File: config.mk
export PLATFORM = sky130hd
export DESIGN_NAME = matrix_multiply
export DESIGN_NICKNAME = d
export VERILOG_FILES = /design/src/rtl/mm_pkg.sv /design/src/rtl/mm_store.sv /design/src/rtl/mm_mul_cell.sv /design/src/rtl/mm_acc_cell.sv /design/src/rtl/matrix_multiply.sv
export VERILOG_INCLUDE_DIRS = /design/src /design/src/rtl
export SDC_FILE = /design/constraint.sdc
export NUM_CORES = 2
export LEC_CHECK = 0
export BUFFER_PORTS_ARGS = -buffer_cell sky130_fd_sc_hd__buf_2
export CAP_MARGIN = 15
export CELL_PAD_IN_SITES_DETAIL_PLACEMENT = 1
export CELL_PAD_IN_SITES_GLOBAL_PLACEMENT = 2
export CORE_MARGIN = 3
export CORE_UTILIZATION = 41
export DETAILED_ROUTE_END_ITERATION = 6
export PLACE_DENSITY = 0.78
export RECOVER_POWER = 100
export SLEW_MARGIN = 20
export SYNTH_ARGS = -nofsm -noshare
export SYNTH_HDL_FRONTEND = slang
export SYNTH_SLANG_ARGS = --single-unit
File: constraint.sdc
create_clock -name i_clk -period 5.34 [get_ports i_clk]
set_input_delay 0.801 -clock i_clk [delete_from_list [all_inputs] [get_ports i_clk]]
set_output_delay 0.801 -clock i_clk [all_outputs]
set_load 0.02 [all_outputs]
File: src/rtl/matrix_multiply_defines.svh
// assertion macros for the matrix multiply block
`ifndef MATRIX_MULTIPLY_DEFINES_SVH
`define MATRIX_MULTIPLY_DEFINES_SVH

// implication checked on every rising clock edge outside reset
`define MM_ASSERT_IMP(label, clk, rst_n, pre, post) \
    label: assert property (@(posedge clk) disable iff (!rst_n) (pre) |-> (post)) \
        else $error("assertion failed");

// next-cycle implication checked outside reset
`define MM_ASSERT_NEXT(label, clk, rst_n, pre, post) \
    label: assert property (@(posedge clk) disable iff (!rst_n) (pre) |=> (post)) \
        else $error("assertion failed");

`endif

File: src/rtl/mm_pkg.sv
// shared constants, types and helpers for the matrix multiply block
package mm_pkg;
    localparam int MAX_DIM  = 8;
    localparam int IDX_W    = $clog2(MAX_DIM);
    localparam int ADDR_W   = 2 * IDX_W;
    localparam int DEPTH    = MAX_DIM * MAX_DIM;
    localparam int DIM_W    = 4;
    localparam int ELEM_W   = 16;
    localparam int PROD_W   = 32;
    localparam int SUM_W    = 36;

    localparam logic [1:0] FUNC_WRITE_A = 2'd0;
    localparam logic [1:0] FUNC_WRITE_B = 2'd1;
    localparam logic [1:0] FUNC_MULT    = 2'd2;

    localparam logic [1:0] CFG_ROWS_A    = 2'd0;
    localparam logic [1:0] CFG_INNER_DIM = 2'd1;
    localparam logic [1:0] CFG_COLS_B    = 2'd2;

    // control handed down the cell chain
    typedef struct packed {
        logic             valid;
        logic             first;
        logic             last_k;
        logic             last_cell;
        logic [IDX_W-1:0] row;
        logic [IDX_W-1:0] col;
    } t_ctl;

    function automatic logic [IDX_W-1:0] eff_max(input logic [DIM_W-1:0] reg_val);
        logic [IDX_W-1:0] res;
        if (reg_val == '0) begin
            res = '0;
        end else if (reg_val > DIM_W'(MAX_DIM)) begin
            res = IDX_W'(MAX_DIM - 1);
        end else begin
            res = IDX_W'(reg_val - 1'b1);
        end
        return res;
    endfunction
endpackage

File: src/rtl/mm_store.sv
// element memory: one write port, one registered read port
module mm_store
    import mm_pkg::*;
(
    input  logic                     i_clk,
    input  logic                     i_we,
    input  logic [ADDR_W-1:0]        i_waddr,
    input  logic signed [ELEM_W-1:0] i_wdata,
    input  logic [ADDR_W-1:0]        i_raddr,
    output logic signed [ELEM_W-1:0] o_rdata
);
    logic signed [ELEM_W-1:0] r_mem [DEPTH];

    always_ff @(posedge i_clk) begin
        if (i_we) begin
            r_mem[i_waddr] <= i_wdata;
        end
        o_rdata <= r_mem[i_raddr];
    end
endmodule

File: src/rtl/mm_mul_cell.sv
// multiply cell: registered product of two elements, control handed on
module mm_mul_cell
    import mm_pkg::*;
(
    input  logic                     i_clk,
    input  logic                     i_rst_n,
    input  t_ctl                     i_ctl,
    input  logic signed [ELEM_W-1:0] i_a,
    input  logic signed [ELEM_W-1:0] i_b,
    output t_ctl                     o_ctl,
    output logic signed [PROD_W-1:0] o_prod
);
    always_ff @(posedge i_clk) begin
        if (!i_rst_n) begin
            o_ctl.valid <= 1'b0;
        end else begin
            o_ctl.valid <= i_ctl.valid;
        end
        o_ctl.first     <= i_ctl.first;
        o_ctl.last_k    <= i_ctl.last_k;
        o_ctl.last_cell <= i_ctl.last_cell;
        o_ctl.row       <= i_ctl.row;
        o_ctl.col       <= i_ctl.col;
        o_prod          <= i_a * i_b;
    end
endmodule

File: src/rtl/mm_acc_cell.sv
// accumulate cell: sums products of one result cell, emits at the last term
module mm_acc_cell
    import mm_pkg::*;
(
    input  logic                     i_clk,
    input  logic                     i_rst_n,
    input  t_ctl                     i_ctl,
    input  logic signed [PROD_W-1:0] i_prod,
    output logic                     o_valid,
    output logic signed [SUM_W-1:0]  o_sum,
    output logic [IDX_W-1:0]         o_row,
    output logic [IDX_W-1:0]         o_col,
    output logic                     o_last
);
    logic signed [SUM_W-1:0] r_acc;
    logic signed [SUM_W-1:0] n_acc;

    always_comb begin
        n_acc = (i_ctl.first ? '0 : r_acc) + SUM_W'(i_prod);
    end

    always_ff @(posedge i_clk) begin
        if (!i_rst_n) begin
            o_valid <= 1'b0;
        end else begin
            o_valid <= i_ctl.valid && i_ctl.last_k;
        end
        if (i_ctl.valid) begin
            r_acc <= n_acc;
        end
        o_sum  <= n_acc;
        o_row  <= i_ctl.row;
        o_col  <= i_ctl.col;
        o_last <= i_ctl.last_cell;
    end
endmodule

File: src/rtl/matrix_multiply.sv
// matrix multiply top level: load stores, sequence and cell chain
// load items are accepted while idle; a multiply issues rows*cols*inner products,
// one multiply-accumulate per cycle while issue is not paused, through the read
// register, multiply cell and accumulate cell into the output queue
// results wait in a two-entry output queue; issue pauses while it could overflow
// i_rst_n synchronous active low; sizes reset to 8, stores are not cleared
module matrix_multiply
    import mm_pkg::*;
(
    input  logic        i_clk,
    input  logic        i_rst_n,
    input  logic        i_cfg_we,
    input  logic [1:0]  i_cfg_index,
    input  logic [3:0]  i_cfg_data,
    input  logic        s_axis_tvalid,
    output logic        s_axis_tready,
    // row_index[2:0], col_index[5:3], element_value[21:6], zero fill
    input  logic [23:0] s_axis_tdata,
    // func[1:0]
    input  logic [1:0]  s_axis_tuser,
    output logic        m_axis_tvalid,
    input  logic        m_axis_tready,
    // product_value[35:0], out_row[38:36], out_col[41:39], zero fill
    output logic [47:0] m_axis_tdata,
    output logic        m_axis_tlast
);
`include "matrix_multiply_defines.svh"

    typedef enum logic {ST_IDLE, ST_RUN} t_state;

    logic [DIM_W-1:0] r_rows, r_inner, r_cols;
    t_state           r_state;
    logic [IDX_W-1:0] r_i, r_j, r_k;
    logic [IDX_W-1:0] mi, mk, mj;

    logic [1:0]              in_func;
    logic [IDX_W-1:0]        in_row, in_col;
    logic signed [ELEM_W-1:0] in_val;
    logic                    in_acc;

    logic signed [ELEM_W-1:0] a_rd, b_rd;
    t_ctl  r_rd_ctl, m_ctl, issue_ctl;
    logic signed [PROD_W-1:0] m_prod;

    logic                    acc_valid, acc_last;
    logic signed [SUM_W-1:0] acc_sum;
    logic [IDX_W-1:0]        acc_row, acc_col;

    // output queue
    logic [SUM_W+2*IDX_W:0]  r_q [2];
    logic                    r_qwp, r_qrp;
    logic [1:0]              r_qcnt;
    logic [2:0]              inflight;
    logic                    issue, pop;

    assign in_func = s_axis_tuser;
    assign in_row  = s_axis_tdata[2:0];
    assign in_col  = s_axis_tdata[5:3];
    assign in_val  = s_axis_tdata[21:6];
    assign s_axis_tready = (r_state == ST_IDLE);
    assign in_acc = s_axis_tvalid && s_axis_tready;

    assign mi = eff_max(r_rows);
    assign mk = eff_max(r_inner);
    assign mj = eff_max(r_cols);

    // results possibly in flight: read, multiply, accumulate stages and output queue
    assign inflight = 3'(r_rd_ctl.valid && r_rd_ctl.last_k)
                    + 3'(m_ctl.valid && m_ctl.last_k) + 3'(acc_valid) + 3'(r_qcnt);
    assign issue = (r_state == ST_RUN) && !((r_k == mk) && (inflight >= 3'd2) && !pop)
                 && !((r_k == mk) && (inflight >= 3'd3));

    always_comb begin
        issue_ctl.valid     = issue;
        issue_ctl.first     = (r_k == '0);
        issue_ctl.last_k    = (r_k == mk);
        issue_ctl.last_cell = (r_i == mi) && (r_j == mj);
        issue_ctl.row       = r_i;
        issue_ctl.col       = r_j;
    end

    mm_store u_a (
        .i_clk(i_clk),
        .i_we(in_acc && in_func == FUNC_WRITE_A),
        .i_waddr({in_row, in_col}), .i_wdata(in_val),
        .i_raddr({r_i, r_k}), .o_rdata(a_rd)
    );
    mm_store u_b (
        .i_clk(i_clk),
        .i_we(in_acc && in_func == FUNC_WRITE_B),
        .i_waddr({in_row, in_col}), .i_wdata(in_val),
        .i_raddr({r_k, r_j}), .o_rdata(b_rd)
    );

    always_ff @(posedge i_clk) begin
        if (!i_rst_n) begin
            r_rd_ctl.valid <= 1'b0;
        end else begin
            r_rd_ctl.valid <= issue_ctl.valid;
        end
        r_rd_ctl.first     <= issue_ctl.first;
        r_rd_ctl.last_k    <= issue_ctl.last_k;
        r_rd_ctl.last_cell <= issue_ctl.last_cell;
        r_rd_ctl.row       <= issue_ctl.row;
        r_rd_ctl.col       <= issue_ctl.col;
    end

    mm_mul_cell u_mul (
        .i_clk(i_clk), .i_rst_n(i_rst_n), .i_ctl(r_rd_ctl),
        .i_a(a_rd), .i_b(b_rd), .o_ctl(m_ctl), .o_prod(m_prod)
    );
    mm_acc_cell u_acc (
        .i_clk(i_clk), .i_rst_n(i_rst_n), .i_ctl(m_ctl), .i_prod(m_prod),
        .o_valid(acc_valid), .o_sum(acc_sum), .o_row(acc_row), .o_col(acc_col),
        .o_last(acc_last)
    );

    always_ff @(posedge i_clk) begin
        if (!i_rst_n) begin
            r_rows  <= DIM_W'(MAX_DIM);
            r_inner <= DIM_W'(MAX_DIM);
            r_cols  <= DIM_W'(MAX_DIM);
            r_state <= ST_IDLE;
            r_i     <= '0;
            r_j     <= '0;
            r_k     <= '0;
        end else begin
            if (i_cfg_we) begin
                unique case (i_cfg_index)
                    CFG_ROWS_A:    r_rows  <= i_cfg_data;
                    CFG_INNER_DIM: r_inner <= i_cfg_data;
                    CFG_COLS_B:    r_cols  <= i_cfg_data;
                    default: ;
                endcase
            end
            unique case (r_state)
                ST_IDLE: begin
                    if (in_acc && in_func == FUNC_MULT) begin
                        r_state <= ST_RUN;
                        r_i <= '0;
                        r_j <= '0;
                        r_k <= '0;
                    end
                end
                ST_RUN: begin
                    if (issue) begin
                        if (r_k != mk) begin
                            r_k <= r_k + 1'b1;
                        end else begin
                            r_k <= '0;
                            if (r_j != mj) begin
                                r_j <= r_j + 1'b1;
                            end else begin
                                r_j <= '0;
                                if (r_i != mi) begin
                                    r_i <= r_i + 1'b1;
                                end else begin
                                    r_state <= ST_IDLE;
                                end
                            end
                        end
                    end
                end
                default: r_state <= ST_IDLE;
            endcase
        end
    end

    assign pop = m_axis_tvalid && m_axis_tready;

    always_ff @(posedge i_clk) begin
        if (!i_rst_n) begin
            r_qwp  <= 1'b0;
            r_qrp  <= 1'b0;
            r_qcnt <= '0;
        end else begin
            if (acc_valid) begin
                r_qwp <= ~r_qwp;
            end
            if (pop) begin
                r_qrp <= ~r_qrp;
            end
            r_qcnt <= r_qcnt + 2'(acc_valid) - 2'(pop);
        end
        if (acc_valid) begin
            r_q[r_qwp] <= {acc_last, acc_col, acc_row, acc_sum};
        end
    end

    assign m_axis_tvalid = (r_qcnt != '0);
    assign m_axis_tdata  = {6'd0, r_q[r_qrp][SUM_W+2*IDX_W-1:0]};
    assign m_axis_tlast  = r_q[r_qrp][SUM_W+2*IDX_W];

    `MM_ASSERT_IMP(a_q_no_overflow, i_clk, i_rst_n, acc_valid && !pop, r_qcnt != 2'd2)
    `MM_ASSERT_IMP(a_busy_no_accept, i_clk, i_rst_n, r_state == ST_RUN, !s_axis_tready)
    `MM_ASSERT_NEXT(a_issue_reads, i_clk, i_rst_n, issue, r_rd_ctl.valid)
endmodule
# == Word level (Yosys, flattened, before mapping) ==
# Memories as Yosys holds them, arrays and structs flattened. A register that Yosys moved wholly into a read port is not among the register bits.
# Index checks and enable logic that the tools add are counted.
# totals
register_bits,158
ram_bits,2134
inputBits,37
out_inout_bits,51
wordCells,131
memories,3
# mem_list
name,depth,width,rd,rd_ports_with_merged_regs,wr,line_no,rtl
u_a.r_mem,64,16,1,1,1,mm_store.sv:12,logic signed [ELEM_W-1:0] r_mem [DEPTH];
u_b.r_mem,64,16,1,1,1,mm_store.sv:12,
r_q,2,43,1,1,1,matrix_multiply.sv:50,logic [SUM_W+2*IDX_W:0] r_q [2];
# classes
addsub,12
n_mul,1
order_cmp,5
eq_ne,15
n_mux,34
n_bitwise,3
reduce_logical,29
# ops
op,count
two-way mux 3 bit,16
adder 36 bit,1
two-way mux 36 bit,1
multiplier 16 x 16 -> 32 bit,1
one-hot mux 3 bit (2 select lines),3
logical AND 1 bit,13
two-way mux 1 bit,13
"> comparator 4 bit, second input constant",3
zero test 4 bit,3
"adder 3 x 1 -> 3 bit, second input constant",3
== test 3 bit,3
inequality test 3 bit,3
"subtractor 3 x 1 -> 3 bit, second input constant",3
AND reduction 2 bit,4
"greater-or-equal comparator 3 x 2 -> 1 bit, second input constant",2
"inequality test 2 x 1 -> 1 bit, second input constant",3
AND reduction 5 bit,1
"== test 2 x 1 -> 1 bit, second input constant",2
"== test 2 bit, second input constant",2
zero test 2 bit,2
"inequality test 2 bit, second input constant",2
adder 2 x 1 -> 3 bit,1
adder 3 x 2 -> 3 bit,1
zero test 1 bit,3
8 further kinds,10

# == Logic depth before layout (Yosys ltp) ==
# depth
word_depth,12
mapped_depth,23
depth_no_buf,21

# == By module ==
# Synthesis repeated with hierarchy kept, for this count alone.
# unflattened
hier_cells,5548
hier_area_um2,100053.5
# modules_own_cells
module,n_inst,cells_each,area_per_inst_um2,seq_area_each_um2
mm_store,2,1829,40042.2,31069.8
mm_mul_cell,1,1127,10702.8,840.8
matrix_multiply,1,360,5069.9,3323.2
mm_acc_cell,1,403,4196.5,1961.9

# == Worst setup path before layout ==
# Ideal clock, no wire load.
# synth_path
path_type,reg-to-reg
start,register u_a.o_rdata[15] (read register of u_a.r_mem)
end,register u_mul.o_prod[30]
setup_ns,0.072
arrival_ns,5.760
required_ns,5.268
setup_slack_ns,-0.492
stages_incl_launch_ff,21
path_buffers,1
period_less_slack_ns,5.832
cell_sequence,dfxtp_1 clkbuf_1 nand2_1 inv_1 fa_1 fa_1 inv_1 fa_1 fa_1 fa_1 fa_1 inv_1 ha_1 a21o_1 a21oi_1 o21ai_0 or3_1 a21oi_1 o21bai_1 a21oi_1 xnor2_1
# synth_between
elab_chain_cells,1
# synth_rtl
element,line_no,rtl
"start, declared",mm_store.sv:10,output logic signed [ELEM_W-1:0] o_rdata
multiplier 16 x 16 -> 32 bit,mm_mul_cell.sv:24,o_prod <= i_a * i_b;
"end signal, assigned",mm_mul_cell.sv:24,
"end, declared",mm_mul_cell.sv:11,output logic signed [PROD_W-1:0] o_prod
# Every way passes these cells.
# A chain may end at the register's enable or synchronous reset.

# == Worst setup path after layout ==
# layout_path
start,register u_a.o_rdata[6] (read register of u_a.r_mem)
end,register u_mul.o_prod[31]
# Same word-level chain as after synthesis.

==> metrics.cfg <==
[placed_design]
dp_hpwl_mm = 151.7
place.gp.congestion = 0.8045
place_inst = 8345
portBuffers = 79
placed_cell_area_um2 = 104900
place_ws_ns = -0.5005

[finish]
fillers = 22110
fin_util = 0.4728
synthToLayoutAreaGrowth_pct = 14.44
design_area_um2 = 112700
layout-drive-gt1-share = 0.2576
fin_nets = 5855
stdcell_count = 8809

[routing]
wl_mm = 244.2
first_pass_iters = 6
drc_errors = 0
drt_iter0_drc = 4998
routedWlPerCell_um = 27.72
drtAntennaViolNets = 0
viasPerCell = 5.533
dr_total_vias = 48740

[synth]
synth-edff-count = 2170
ys_top_cells_by_count = edfxtp_1 (2170), mux4_2 (672), inv_1 (329)
ys.flop_type = edfxtp_1
syn_inst = 4964
synth_adder_area_share = 0.07033
synth_compound_area_frac = 0.01427
synth_xor_area_frac = 0.006673
synth_area_per_cell_um2 = 19.83
synth.most_common_cell = edfxtp_1
yosysWarnings = 0
synth-simple-area-share = 0.03274
async_reset_ff_frac = 0
synthTopCellsByArea = edfxtp_1 (66%), mux4_2 (15%), fa_1 (5.4%)
yosysTopAreaCell = edfxtp_1
ys_ff_latch = 2325
syn-cell-area_um2 = 98450
synth.distinct_cells = 68
synth_top_family_by_area = multiplexers
muxShareOfSynthArea = 0.1595
ys_seq_area_frac = 0.6934
synth_top_cell_area_share = 0.6619

[critical_path]
critPathArrivalTime_ns = 6.31
path_class = flop to flop
crit_family = adder cells
cp_slowest_stage_delay_ns = 0.55
cp_max_fo = 6
crit_chain = buf_6 > and2_4 > fa_1 > inv_2 > fa_1 > fa_1 > fa_1 > inv_1 > fa_1 > fa_1 > ha_4 > o21a_1 > o21a_1 > o211ai_1 > buf_4 > o2111ai_4 > a211oi_4 > o31ai_1 > a21oi_1 > xnor2_1
cpMaxStageDelayCell = fa_1
cp_num_buf_inv = 4
start_kind = flop
cp-end-kind = flop
cpMostUsedCell = fa_1
critPathRequiredTime_ns = 6.10

[clock_network]
numCtsBuffers = 228
clockBufferDepth = 3
cts_tree = done
htreeDepth = 4
cts_hold_buf = 0
worstSkewPairLatency_ns = 0.91
cts.sinks = 2325
cts_root_buf = clkbuf_16
cts.reportedPaths.clkPinSlew_ns = 0.08

[hold_path]
min_path_type = flop to flop

[floorplanning]
ioPinCount = 88
start_util = 0.4131
fp.dieW_um = 496.0
rows = 179
die-area_um2 = 246000
core_um2 = 238300
die_h_um = 496.0

[timing]
fin_crit_ns = 5.546
rsz0062_at_grt = true
hold_violations = 0
worst_slew_pin_slew_ns = 5.084
fin_ws_ns = -0.2058
fin_crit_sh = 1.039
slew_violations = 1982
relSlewSlack = -2.390
max_freq_ghz = 0.1803
finalClockSkew_ns = 0.07413
setup_viol = 14

[flow_run]
drv_cap = 41

[global_route]
overflow = 0
antenna_found_initial = 27
grt_pass1_vias = 52460
track_usage = 0.2001
grt_max_degree = 139
grt_pass1_wl_mm = 361.0

[status]
violations = capacitance limit, slew limit, setup timing
status = finished with violations

[pwr]
power_density_nw_per_um2 = 512.3
peakVddDrop_mv = 0.8371
leakagePower_nw = 36.76

==> flip-flops by register name (all words and copies together), names as in the netlist, 2 cells and up, named ones only <==
signal and count:
u_a.r_mem 1024, u_b.r_mem 1024, r_q 86, u_acc.o_sum 36
u_acc.r_acc 36, u_mul.o_prod 32, u_a.o_rdata 16, u_b.o_rdata 16
r_rd_ctl 10, u_mul.o_ctl 10, r_cols 4, r_inner 4
r_rows 4, r_i 3, r_j 3, r_k 3
u_acc.o_col 3, u_acc.o_row 3, r_qcnt 2
==> placed cells by master, fill, tap and decap left out, types with 12 or more instances in the layout <==
master	n
a211oi_1	13
a21o_1	14
a21oi_1	54
and2_1	110
and2_4	16
buf_12	23
buf_2	28
buf_4	161
buf_6	26
bufinv_16	23
clkbuf_1	225
clkbuf_16	230
clkbuf_2	15
clkbuf_8	12
clkinv_1	53
clkinv_2	44
dfxtp_1	128
dfxtp_2	17
diode_2	16
edfxtp_1	2170
fa_1	253
fa_2	12
ha_1	114
ha_4	12
inv_1	316
inv_2	16
mux2_2	34
mux4_2	672
nand2_1	187
nand3_1	16
nor2_1	189
nor2b_1	57
o211ai_1	16
o21a_1	17
o21ai_0	27
o21ai_1	12
xnor2_1	55
xor2_1	19
==> cell families after synthesis <==
logic type | Yosys count
flops | 2325
mux | 723
simple gates | 671
buf+inv | 554
fa+ha+maj | 395
compound gates | 220
xor+xnor | 75
other cells | 1
==> worst paths after layout <==
kind,from,endpoint,slack (ns),cells past startpoint
hold reg to reg,r_rd_ctl[0],u_mul.o_ctl[0],0.29,0
hold / removal,r_rd_ctl[0],u_mul.o_ctl[0],0.29,0
setup reg to reg,u_a.o_rdata[6],u_mul.o_prod[31],-0.21,20
setup / recovery,u_a.o_rdata[6],u_mul.o_prod[31],-0.21,20
==> layout make-up <==
class                      count  area [um2]  area share
inverter                     335        1260     0.01118
clock buffer                 277        6052     0.05372
sequential                  2325       68320      0.6065
antenna                       16       40.04   0.0003554
tap                         3167        3963     0.03517
timing repair buffer         446        2920     0.02592
clock inverter               153        1660     0.01474
multi-input combinational   2090       28440      0.2525
==> routing by layer <==
layer  up-vias  global-route usage  wire length [um]
li1      20370                   -                 -
met1     26210              0.2712             99380
met2      1790              0.3317            120900
met3       362             0.03671             16650
met4        10             0.05925              7180
met5         -                   0                60
==> where the power goes <==
| part | switching (W) | internal, W |
|---|---|---|
| Combinational | 0.0101 | 0.0106 |
| Sequential | 0.000246 | 0.0206 |
| Clock | 0.00700 | 0.00924 |
| Total | 0.0173 | 0.0404 |
==> through the flow <==
| step | power (W) | hold WS, ns | setup TNS (ns) |
|---|---|---|---|
| final | 0.05772 | 0.2852 | -1.689 |
| after global routing | 0.06137 | 0.2705 | -10.20 |
| after CTS | 0.05705 | 0.2527 | -1.892 |
| after detailed placement | 0.03895 | 0.3135 | -5.969 |
| after global placement | 0.03849 | 0.3134 | -4.390 |
| after floorplan | 0.03221 | 0.3096 | 0 |
==> timing repair <==
| action | in CTS | in global routing |
|---|---|---|
| setup buffers | 6 | 13 |
| gates cloned | 0 | 0 |
| endpoints found under the setup margin | 17 | 17 |
| resized for setup | 84 | 84 |
| pin swaps | 25 | 38 |
Note: power is estimated with default switching activity, not from simulation.
